## config.mk

```make
export PLATFORM = sky130hd
export DESIGN_NAME = frame_header_filter_dedup_cache_core
export DESIGN_NICKNAME = d
export VERILOG_FILES = /design/src/sv/fhfdc_pkg.sv /design/src/sv/fhfdc_front.sv /design/src/sv/fhfdc_fifo.sv /design/src/sv/fhfdc_back.sv /design/src/sv/frame_header_filter_dedup_cache_core.sv
export SDC_FILE = /design/constraint.sdc
export NUM_CORES = 1
export LEC_CHECK = 0
export ABC_AREA = 0
export BUFFER_PORTS_ARGS = -buffer_cell sky130_fd_sc_hd__buf_4
export CAP_MARGIN = 0
export CORE_MARGIN = 2
export CORE_UTILIZATION = 50
export DETAILED_ROUTE_END_ITERATION = 8
export PLACE_DENSITY = 0.72
export SYNTH_ARGS = -nofsm -noshare
export SYNTH_HDL_FRONTEND = slang
export SYNTH_SLANG_ARGS = --single-unit
```

## constraint.sdc

```tcl
create_clock -name clk_i -period 8 [get_ports clk_i]
set_clock_uncertainty 0.1 [all_clocks]
set_input_delay 0.4 -clock clk_i [delete_from_list [all_inputs] [get_ports clk_i]]
set_output_delay 0.4 -clock clk_i [all_outputs]
set_load 0.03 [all_outputs]
```

## src/sv/fhfdc_pkg.sv

```systemverilog
package fhfdc_pkg;

  localparam int unsigned HdrBytes        = 20;
  localparam logic [1:0]  HdrVersionOk    = 2'd2;
  localparam logic [3:0]  HdrTypeData     = 4'd10;
  localparam logic [7:0]  MaxPayloadReset = 8'd200;

  typedef enum logic [2:0] {
    VERDICT_RAW        = 3'd0,
    VERDICT_PAYLOAD    = 3'd1,
    VERDICT_WRONG_TYPE = 3'd2,
    VERDICT_DUPLICATE  = 3'd3,
    VERDICT_EMPTY      = 3'd4
  } verdict_e;

  // Front-end classification of one frame.
  typedef enum logic [1:0] {
    KIND_EMPTY      = 2'd0,
    KIND_WRONG_TYPE = 2'd1,
    KIND_RAW        = 2'd2,
    KIND_PARSED     = 2'd3
  } kind_e;

  // One queued work item. len is the frame length for raw frames and the
  // header size for parsed ones.
  typedef struct packed {
    kind_e       kind;
    logic [7:0]  len;
    logic [15:0] magic;
    logic [47:0] source;
  } item_t;

endpackage

```

## src/sv/fhfdc_front.sv

```systemverilog
module fhfdc_front
  import fhfdc_pkg::*;
(
  input  logic        start_i,
  input  logic        full_i,
  input  logic [7:0]  frame_length_i,
  input  logic [3:0]  hdr_type_i,
  input  logic [1:0]  hdr_version_i,
  input  logic [7:0]  hdr_size_i,
  input  logic [15:0] frame_magic_i,
  input  logic [47:0] source_address_i,
  output logic        push_o,
  output item_t       item_o
);

  logic [8:0] total_len;
  logic       parse_ok;

  assign total_len = 9'(HdrBytes) + {1'b0, hdr_size_i};
  assign parse_ok  = ({1'b0, frame_length_i} >= 9'(HdrBytes)) &&
                     (hdr_version_i == HdrVersionOk) &&
                     (total_len == {1'b0, frame_length_i});

  assign push_o = start_i && !full_i;

  always_comb begin
    item_o.magic  = frame_magic_i;
    item_o.source = source_address_i;
    item_o.len    = frame_length_i;
    if (frame_length_i == 8'd0) begin
      item_o.kind = KIND_EMPTY;
    end else if (parse_ok && (hdr_type_i != HdrTypeData)) begin
      item_o.kind = KIND_WRONG_TYPE;
    end else if (parse_ok) begin
      item_o.kind = KIND_PARSED;
      item_o.len  = hdr_size_i;
    end else begin
      item_o.kind = KIND_RAW;
    end
  end

endmodule

```

## src/sv/fhfdc_fifo.sv

```systemverilog
module fhfdc_fifo
  import fhfdc_pkg::*;
(
  input  logic  clk_i,
  input  logic  rst_ni,
  input  logic  push_i,
  input  item_t push_data_i,
  output logic  full_o,
  input  logic  pop_i,
  output item_t pop_data_o,
  output logic  empty_o
);

  // Two entries: one being handed to the back end, one waiting.
  item_t      mem_q [2];
  logic       wr_ptr_q, wr_ptr_d;
  logic       rd_ptr_q, rd_ptr_d;
  logic [1:0] cnt_q, cnt_d;

  assign full_o     = cnt_q == 2'd2;
  assign empty_o    = cnt_q == 2'd0;
  assign pop_data_o = mem_q[rd_ptr_q];

  always_comb begin
    wr_ptr_d = wr_ptr_q;
    rd_ptr_d = rd_ptr_q;
    cnt_d    = cnt_q;
    if (push_i) begin
      wr_ptr_d = ~wr_ptr_q;
    end
    if (pop_i) begin
      rd_ptr_d = ~rd_ptr_q;
    end
    if (push_i && !pop_i) begin
      cnt_d = cnt_q + 2'd1;
    end else if (pop_i && !push_i) begin
      cnt_d = cnt_q - 2'd1;
    end
  end

  always_ff @(posedge clk_i or negedge rst_ni) begin
    if (!rst_ni) begin
      wr_ptr_q <= 1'b0;
      rd_ptr_q <= 1'b0;
      cnt_q    <= 2'd0;
    end else begin
      wr_ptr_q <= wr_ptr_d;
      rd_ptr_q <= rd_ptr_d;
      cnt_q    <= cnt_d;
    end
  end

  always_ff @(posedge clk_i) begin
    if (push_i) begin
      mem_q[wr_ptr_q] <= push_data_i;
    end
  end

endmodule

```

## src/sv/fhfdc_back.sv

```systemverilog
module fhfdc_back
  import fhfdc_pkg::*;
#(
  parameter int unsigned CACHE_ENTRIES = 8
) (
  input  logic       clk_i,
  input  logic       rst_ni,
  input  logic       empty_i,
  input  item_t      head_i,
  output logic       pop_o,
  input  logic [7:0] max_payload_i,
  output logic       done_o,
  output logic [2:0] verdict_o,
  output logic [4:0] payload_offset_o,
  output logic [7:0] deliver_length_o
);

  localparam int unsigned PtrW = (CACHE_ENTRIES > 1) ? $clog2(CACHE_ENTRIES) : 1;

  typedef enum logic [1:0] {
    ST_IDLE    = 2'b01,
    ST_RESOLVE = 2'b10
  } state_e;

  state_e state_q, state_d;

  // Cache entries; the type is always the data type when stored, so only
  // magic and source are kept.
  logic [CACHE_ENTRIES-1:0] valid_q;
  logic [15:0]              magic_q  [CACHE_ENTRIES];
  logic [47:0]              source_q [CACHE_ENTRIES];
  logic [PtrW-1:0]          ptr_q, ptr_d;

  item_t                    work_q;
  logic [CACHE_ENTRIES-1:0] match_q, match_d;

  logic       hit;
  logic       insert;
  verdict_e   res_verdict;
  logic [4:0] res_offset;
  logic [7:0] res_len;
  logic [7:0] clamped;

  assign pop_o = (state_q == ST_IDLE) && !empty_i;

  always_comb begin
    for (int unsigned i = 0; i < CACHE_ENTRIES; i++) begin
      match_d[i] = valid_q[i] && (head_i.magic != 16'd0) &&
                   (magic_q[i] == head_i.magic) && (source_q[i] == head_i.source);
    end
  end

  assign hit     = |match_q;
  assign insert  = (state_q == ST_RESOLVE) && (work_q.kind == KIND_PARSED) &&
                   !hit && (work_q.magic != 16'd0);
  assign clamped = (work_q.len > max_payload_i) ? max_payload_i : work_q.len;

  always_comb begin
    res_verdict = VERDICT_EMPTY;
    res_offset  = 5'd0;
    res_len     = 8'd0;
    case (work_q.kind)
      KIND_WRONG_TYPE: res_verdict = VERDICT_WRONG_TYPE;
      KIND_PARSED: begin
        if (hit) begin
          res_verdict = VERDICT_DUPLICATE;
        end else if (work_q.len != 8'd0) begin
          res_verdict = VERDICT_PAYLOAD;
          res_offset  = 5'(HdrBytes);
          res_len     = clamped;
        end
      end
      KIND_RAW: begin
        res_verdict = VERDICT_RAW;
        res_len     = clamped;
      end
      default: res_verdict = VERDICT_EMPTY;
    endcase
  end

  always_comb begin
    state_d = state_q;
    ptr_d   = ptr_q;
    unique case (state_q)
      ST_IDLE: begin
        if (!empty_i) begin
          state_d = ST_RESOLVE;
        end
      end
      ST_RESOLVE: begin
        state_d = ST_IDLE;
        if (insert) begin
          ptr_d = (ptr_q == PtrW'(CACHE_ENTRIES - 1)) ? '0 : ptr_q + PtrW'(1);
        end
      end
      default: state_d = ST_IDLE;
    endcase
  end

  always_ff @(posedge clk_i or negedge rst_ni) begin
    if (!rst_ni) begin
      state_q <= ST_IDLE;
      ptr_q   <= '0;
      valid_q <= '0;
      done_o  <= 1'b0;
    end else begin
      state_q <= state_d;
      ptr_q   <= ptr_d;
      done_o  <= state_q == ST_RESOLVE;
      if (insert) begin
        valid_q[ptr_q] <= 1'b1;
      end
    end
  end

  always_ff @(posedge clk_i) begin
    if (pop_o) begin
      work_q  <= head_i;
      match_q <= match_d;
    end
    if (insert) begin
      magic_q[ptr_q]  <= work_q.magic;
      source_q[ptr_q] <= work_q.source;
    end
    if (state_q == ST_RESOLVE) begin
      verdict_o        <= res_verdict;
      payload_offset_o <= res_offset;
      deliver_length_o <= res_len;
    end
  end

endmodule

```

## src/sv/frame_header_filter_dedup_cache_core.sv

```systemverilog
// Channel   | Direction | Handshake                 | Payload
// ----------+-----------+---------------------------+-----------------------------------
// frame     | in        | start & !busy             | frame_length_i, hdr_*_i,
//           |           |                           | frame_magic_i, source_address_i
// verdict   | out       | done_o, one-cycle strobe  | verdict_o, payload_offset_o,
//           |           |                           | deliver_length_o
// config    | in        | cfg_valid_i & cfg_ready_o | cfg_data_i (max_payload)
//
// Front end classifies each frame in the accept cycle and pushes it into a two-entry queue.
// Back end handles each frame in ST_IDLE then ST_RESOLVE: pop and compare against all cache
// entries, then resolve and update the cache; done_o strobes the cycle after ST_RESOLVE.
// Frames are accepted while the back end works on an earlier one. busy is high only while
// the queue is full. The receiver cannot stall. Reset clears the cache valid bits and the
// round-robin pointer and sets max_payload to 200; cache contents need no clearing.
module frame_header_filter_dedup_cache_core
  import fhfdc_pkg::*;
#(
  parameter int unsigned CACHE_ENTRIES = 8
) (
  input  logic        clk_i,
  input  logic        rst_ni,
  // frame transactions
  input  logic        start,
  output logic        busy,
  input  logic [7:0]  frame_length_i,
  input  logic [3:0]  hdr_type_i,
  input  logic [1:0]  hdr_version_i,
  input  logic [7:0]  hdr_size_i,
  input  logic [15:0] frame_magic_i,
  input  logic [47:0] source_address_i,
  // verdict transactions
  output logic        done_o,
  output logic [2:0]  verdict_o,
  output logic [4:0]  payload_offset_o,
  output logic [7:0]  deliver_length_o,
  // config transactions
  input  logic        cfg_valid_i,
  output logic        cfg_ready_o,
  input  logic [7:0]  cfg_data_i
);

  logic       full;
  logic       empty;
  logic       push;
  logic       pop;
  item_t      front_item;
  item_t      head_item;
  logic [7:0] max_payload_q;

  // Config is only to be written while idle; the block itself does not enforce this, so always ready.
  assign cfg_ready_o = 1'b1;
  assign busy        = full;

  always_ff @(posedge clk_i or negedge rst_ni) begin
    if (!rst_ni) begin
      max_payload_q <= MaxPayloadReset;
    end else if (cfg_valid_i && cfg_ready_o) begin
      max_payload_q <= cfg_data_i;
    end
  end

  fhfdc_front u_front (
    .start_i          (start),
    .full_i           (full),
    .frame_length_i   (frame_length_i),
    .hdr_type_i       (hdr_type_i),
    .hdr_version_i    (hdr_version_i),
    .hdr_size_i       (hdr_size_i),
    .frame_magic_i    (frame_magic_i),
    .source_address_i (source_address_i),
    .push_o           (push),
    .item_o           (front_item)
  );

  fhfdc_fifo u_fifo (
    .clk_i       (clk_i),
    .rst_ni      (rst_ni),
    .push_i      (push),
    .push_data_i (front_item),
    .full_o      (full),
    .pop_i       (pop),
    .pop_data_o  (head_item),
    .empty_o     (empty)
  );

  fhfdc_back #(
    .CACHE_ENTRIES (CACHE_ENTRIES)
  ) u_back (
    .clk_i            (clk_i),
    .rst_ni           (rst_ni),
    .empty_i          (empty),
    .head_i           (head_item),
    .pop_o            (pop),
    .max_payload_i    (max_payload_q),
    .done_o           (done_o),
    .verdict_o        (verdict_o),
    .payload_offset_o (payload_offset_o),
    .deliver_length_o (deliver_length_o)
  );

endmodule
```

==> metrics <==
clk sink count 780; Total Wirelength 97600 um; fin crit share 0.538; crit path capture u_back.match_q[3]; Net count, final 2270; TritonCTS buffer count 78; Die Footprint 65600 sq um; Root Buffer Master clkbuf_16; delay of the slowest critical-path stage 0.89 ns; Finish-stage setup viols 0; largest net degree at the start of global routing 66; Avg Cell Area, Syn 17.0 sq um; clock tree from TritonCTS yes; footprint of the multi-input gates 7930 sq um; critical path arrival 4.65 ns; filler cell count 4683; Area Growth Syn to Fin 16.7%; Worst slew margin 0.173; post-synth top area share 0.712; ANT cells 0; R2R depth 7; deepest clock path buffer count 3; commonest cells in the netlist edfxtp_1, xor2_1, xnor2_1; DP Wirelength 63800 um; post-route minimum period 4.30 ns; count leader, synth edfxtp_1; Syn Std Cell Area 31800 sq um; Clock Pin Slew Worst Setup and Hold Paths 0.06 ns; slowest CP cell dfrtp_4; worst hold path class input port to flip-flop; drt pass-1 iters 5; Hold Fails Final Rpt 0; Worst-Skew Late Latency 0.63 ns; R2R Setup Slk 3.70 ns; setup bufs post-CTS 0; Die X 256 um; All-Layer GR Usage 0.297; Die Span Y 256 um; first-pass GRT wire length 135000 um; nature of the critical path startpoint flip-flop; status complete, no violations; Hold Path Stages 2; vias per cell 5.96; Syn. warnings 0; main flop type after synthesis edfxtp_1; Ports 117; RSZ-0062 raised after global routing false; WS Path Type flip-flop to flip-flop; Seq/Total Area, Yosys 0.733; largest area contributor in the netlist edfxtp_1; Unique masters post-synth 54; worst r2r src u_fifo.rd_ptr_q; worst-path cell chain buf_12, mux2i_4, xnor2_1, nor4_1, nand4_1, or4_1, nor4_2; required time worst endpoint 8.35 ns; Achievable Freq 233 MHz; CTS H-tree lvls 3; Slew Limit Fails 0; vias in the first global route 18000; Port Buf Inserts 112; CORE AREA 63000 sq um; crit path max fanout 50; static leakage 0.0125 uW; Vias 18300; EDFF count, synth 754; Reg-to-Reg End u_back.match_q[3]; post-DR wirelength/cell 31.8 um; routability cong. 0.907; largest cells by area after synthesis edfxtp_1, xor2_1, xnor2_1; initial antenna violation count 4; async set or reset register ratio after synthesis 0.0333; fin util 0.589; std cell rows 92; Critical Path Start u_fifo.rd_ptr_q; GRT overflow 0; Gate Count Post-Synth 1873; DRC 0; Initial Util 0.505; layout cells sized above 1 0.164; final setup TNS 0 ns; post-route antenna net violation count 0; initial DRC count 2463; slew of the pin with the lowest slew margin 1.24 ns; Worst setup EP type flip-flop; Synth Register Bits 780; Max Cap Violations 0; peak supply drop 371 uV; Power Density 354 nW/um^2; storage element area 23300 sq um
[worst min path at each step]
stage | from | endpoint
final | frame_length_i[2] | u_fifo.mem_q[0][66]
after CTS | frame_length_i[2] | u_fifo.mem_q[0][66]
after detailed placement | rst_ni | u_back.done_o
after floorplan | rst_ni | max_payload_q[0]
after global placement | rst_ni | u_back.done_o
after global routing | frame_length_i[2] | u_fifo.mem_q[0][66]
[stage by stage]
step	hold WS [ns]	std cells	total power, uW	instance area (sq um)	setup slack [ns]
after global routing	0.0483	3066	13500	37100	3.54
after global placement	0.323	2841	9560	33900	3.73
after detailed placement	0.329	2841	9590	33900	3.65
after CTS	0.0166	3066	13100	37100	3.66
after floorplan	0.00441	1875	7860	31800	1.17
final	0.0433	3066	13100	37100	3.70
[critical path, delay by kind of cell, from the launching register on]
| family | cells | cell delay [ns] |
|---|---|---|
| buf+inv | 1 | 0.47 |
| mux | 1 | 0.73 |
| xor+xnor | 1 | 0.12 |
| simple gates | 4 | 1.66 |
| flops | 1 | 0.89 |
[final cells by class]
class / count / area share
clock inverter: 41 / 0.00860
inverter: 80 / 0.00816
clock buffer: 99 / 0.0556
multi-input combinational: 966 / 0.214
tap: 846 / 0.0285
timing repair buffer: 254 / 0.0575
sequential: 780 / 0.628
[placed cells by master, fill, tap and decap left out, drive strengths merged, types with 26 or more instances in the layout]
master and n:
nand2 36, edfxtp 754, clkbuf 99, clkinv 34
buf 169, nor4 80, inv 82, nand4 75
nor2 51, mux2i 73, o21ai 27, xor2 221
a21oi 26, xnor2 207, dlygate4sd3 85
[registers in the layout, indices dropped and copies added (netlist names), 2 cells and up]
name and count:
u_back.ptr_q 3, max_payload_q 8, u_fifo.mem_q 148, u_back.valid_q 8, u_back.source_q 384, u_back.state_q 2, u_back.verdict_o 3, u_back.deliver_length_o 8
u_back.magic_q 128, u_back.work_q 74, u_back.match_q 8, u_fifo.cnt_q 2
[cell families after synthesis]
kind of cell / after synthesis / synth area share
other: 2 / 0.000236
AOI/OAI and AO/OA: 134 / 0.0284
muxes: 91 / 0.0431
xor gates and xnor gates: 428 / 0.118
DFF: 780 / 0.733
adders and majority gates: 12 / 0.00472
buffers and inverters: 129 / 0.0203
and+or+nand+nor: 297 / 0.0525
[repair_timing]
item                       4_1_cts  5_1_grt
resized for setup                0        0
setup endpoints to repair        0        0
hold endpoints to repair       162        0
hold buffers                    85        0
[report_power, final]
part / switching, uW / internal, uW / leakage (uW)
clock network: 1550 / 1960 / 0.00117
registers: 732 / 5350 / 0.00720
logic: 2390 / 1160 / 0.00410
total: 4670 / 8460 / 0.0125
[routing by layer]
| layer | vias to the layer above | global-route usage | routed length (um) |
|---|---|---|---|
| li1 | 7640 | - | - |
| met1 | 9458 | 0.425 | 39400 |
| met2 | 1023 | 0.461 | 44800 |
| met3 | 160 | 0.0546 | 10100 |
| met4 | 0 | 0.102 | 3300 |
| met5 | - | 0 | 0 |
(Power assumes the default switching activity.)
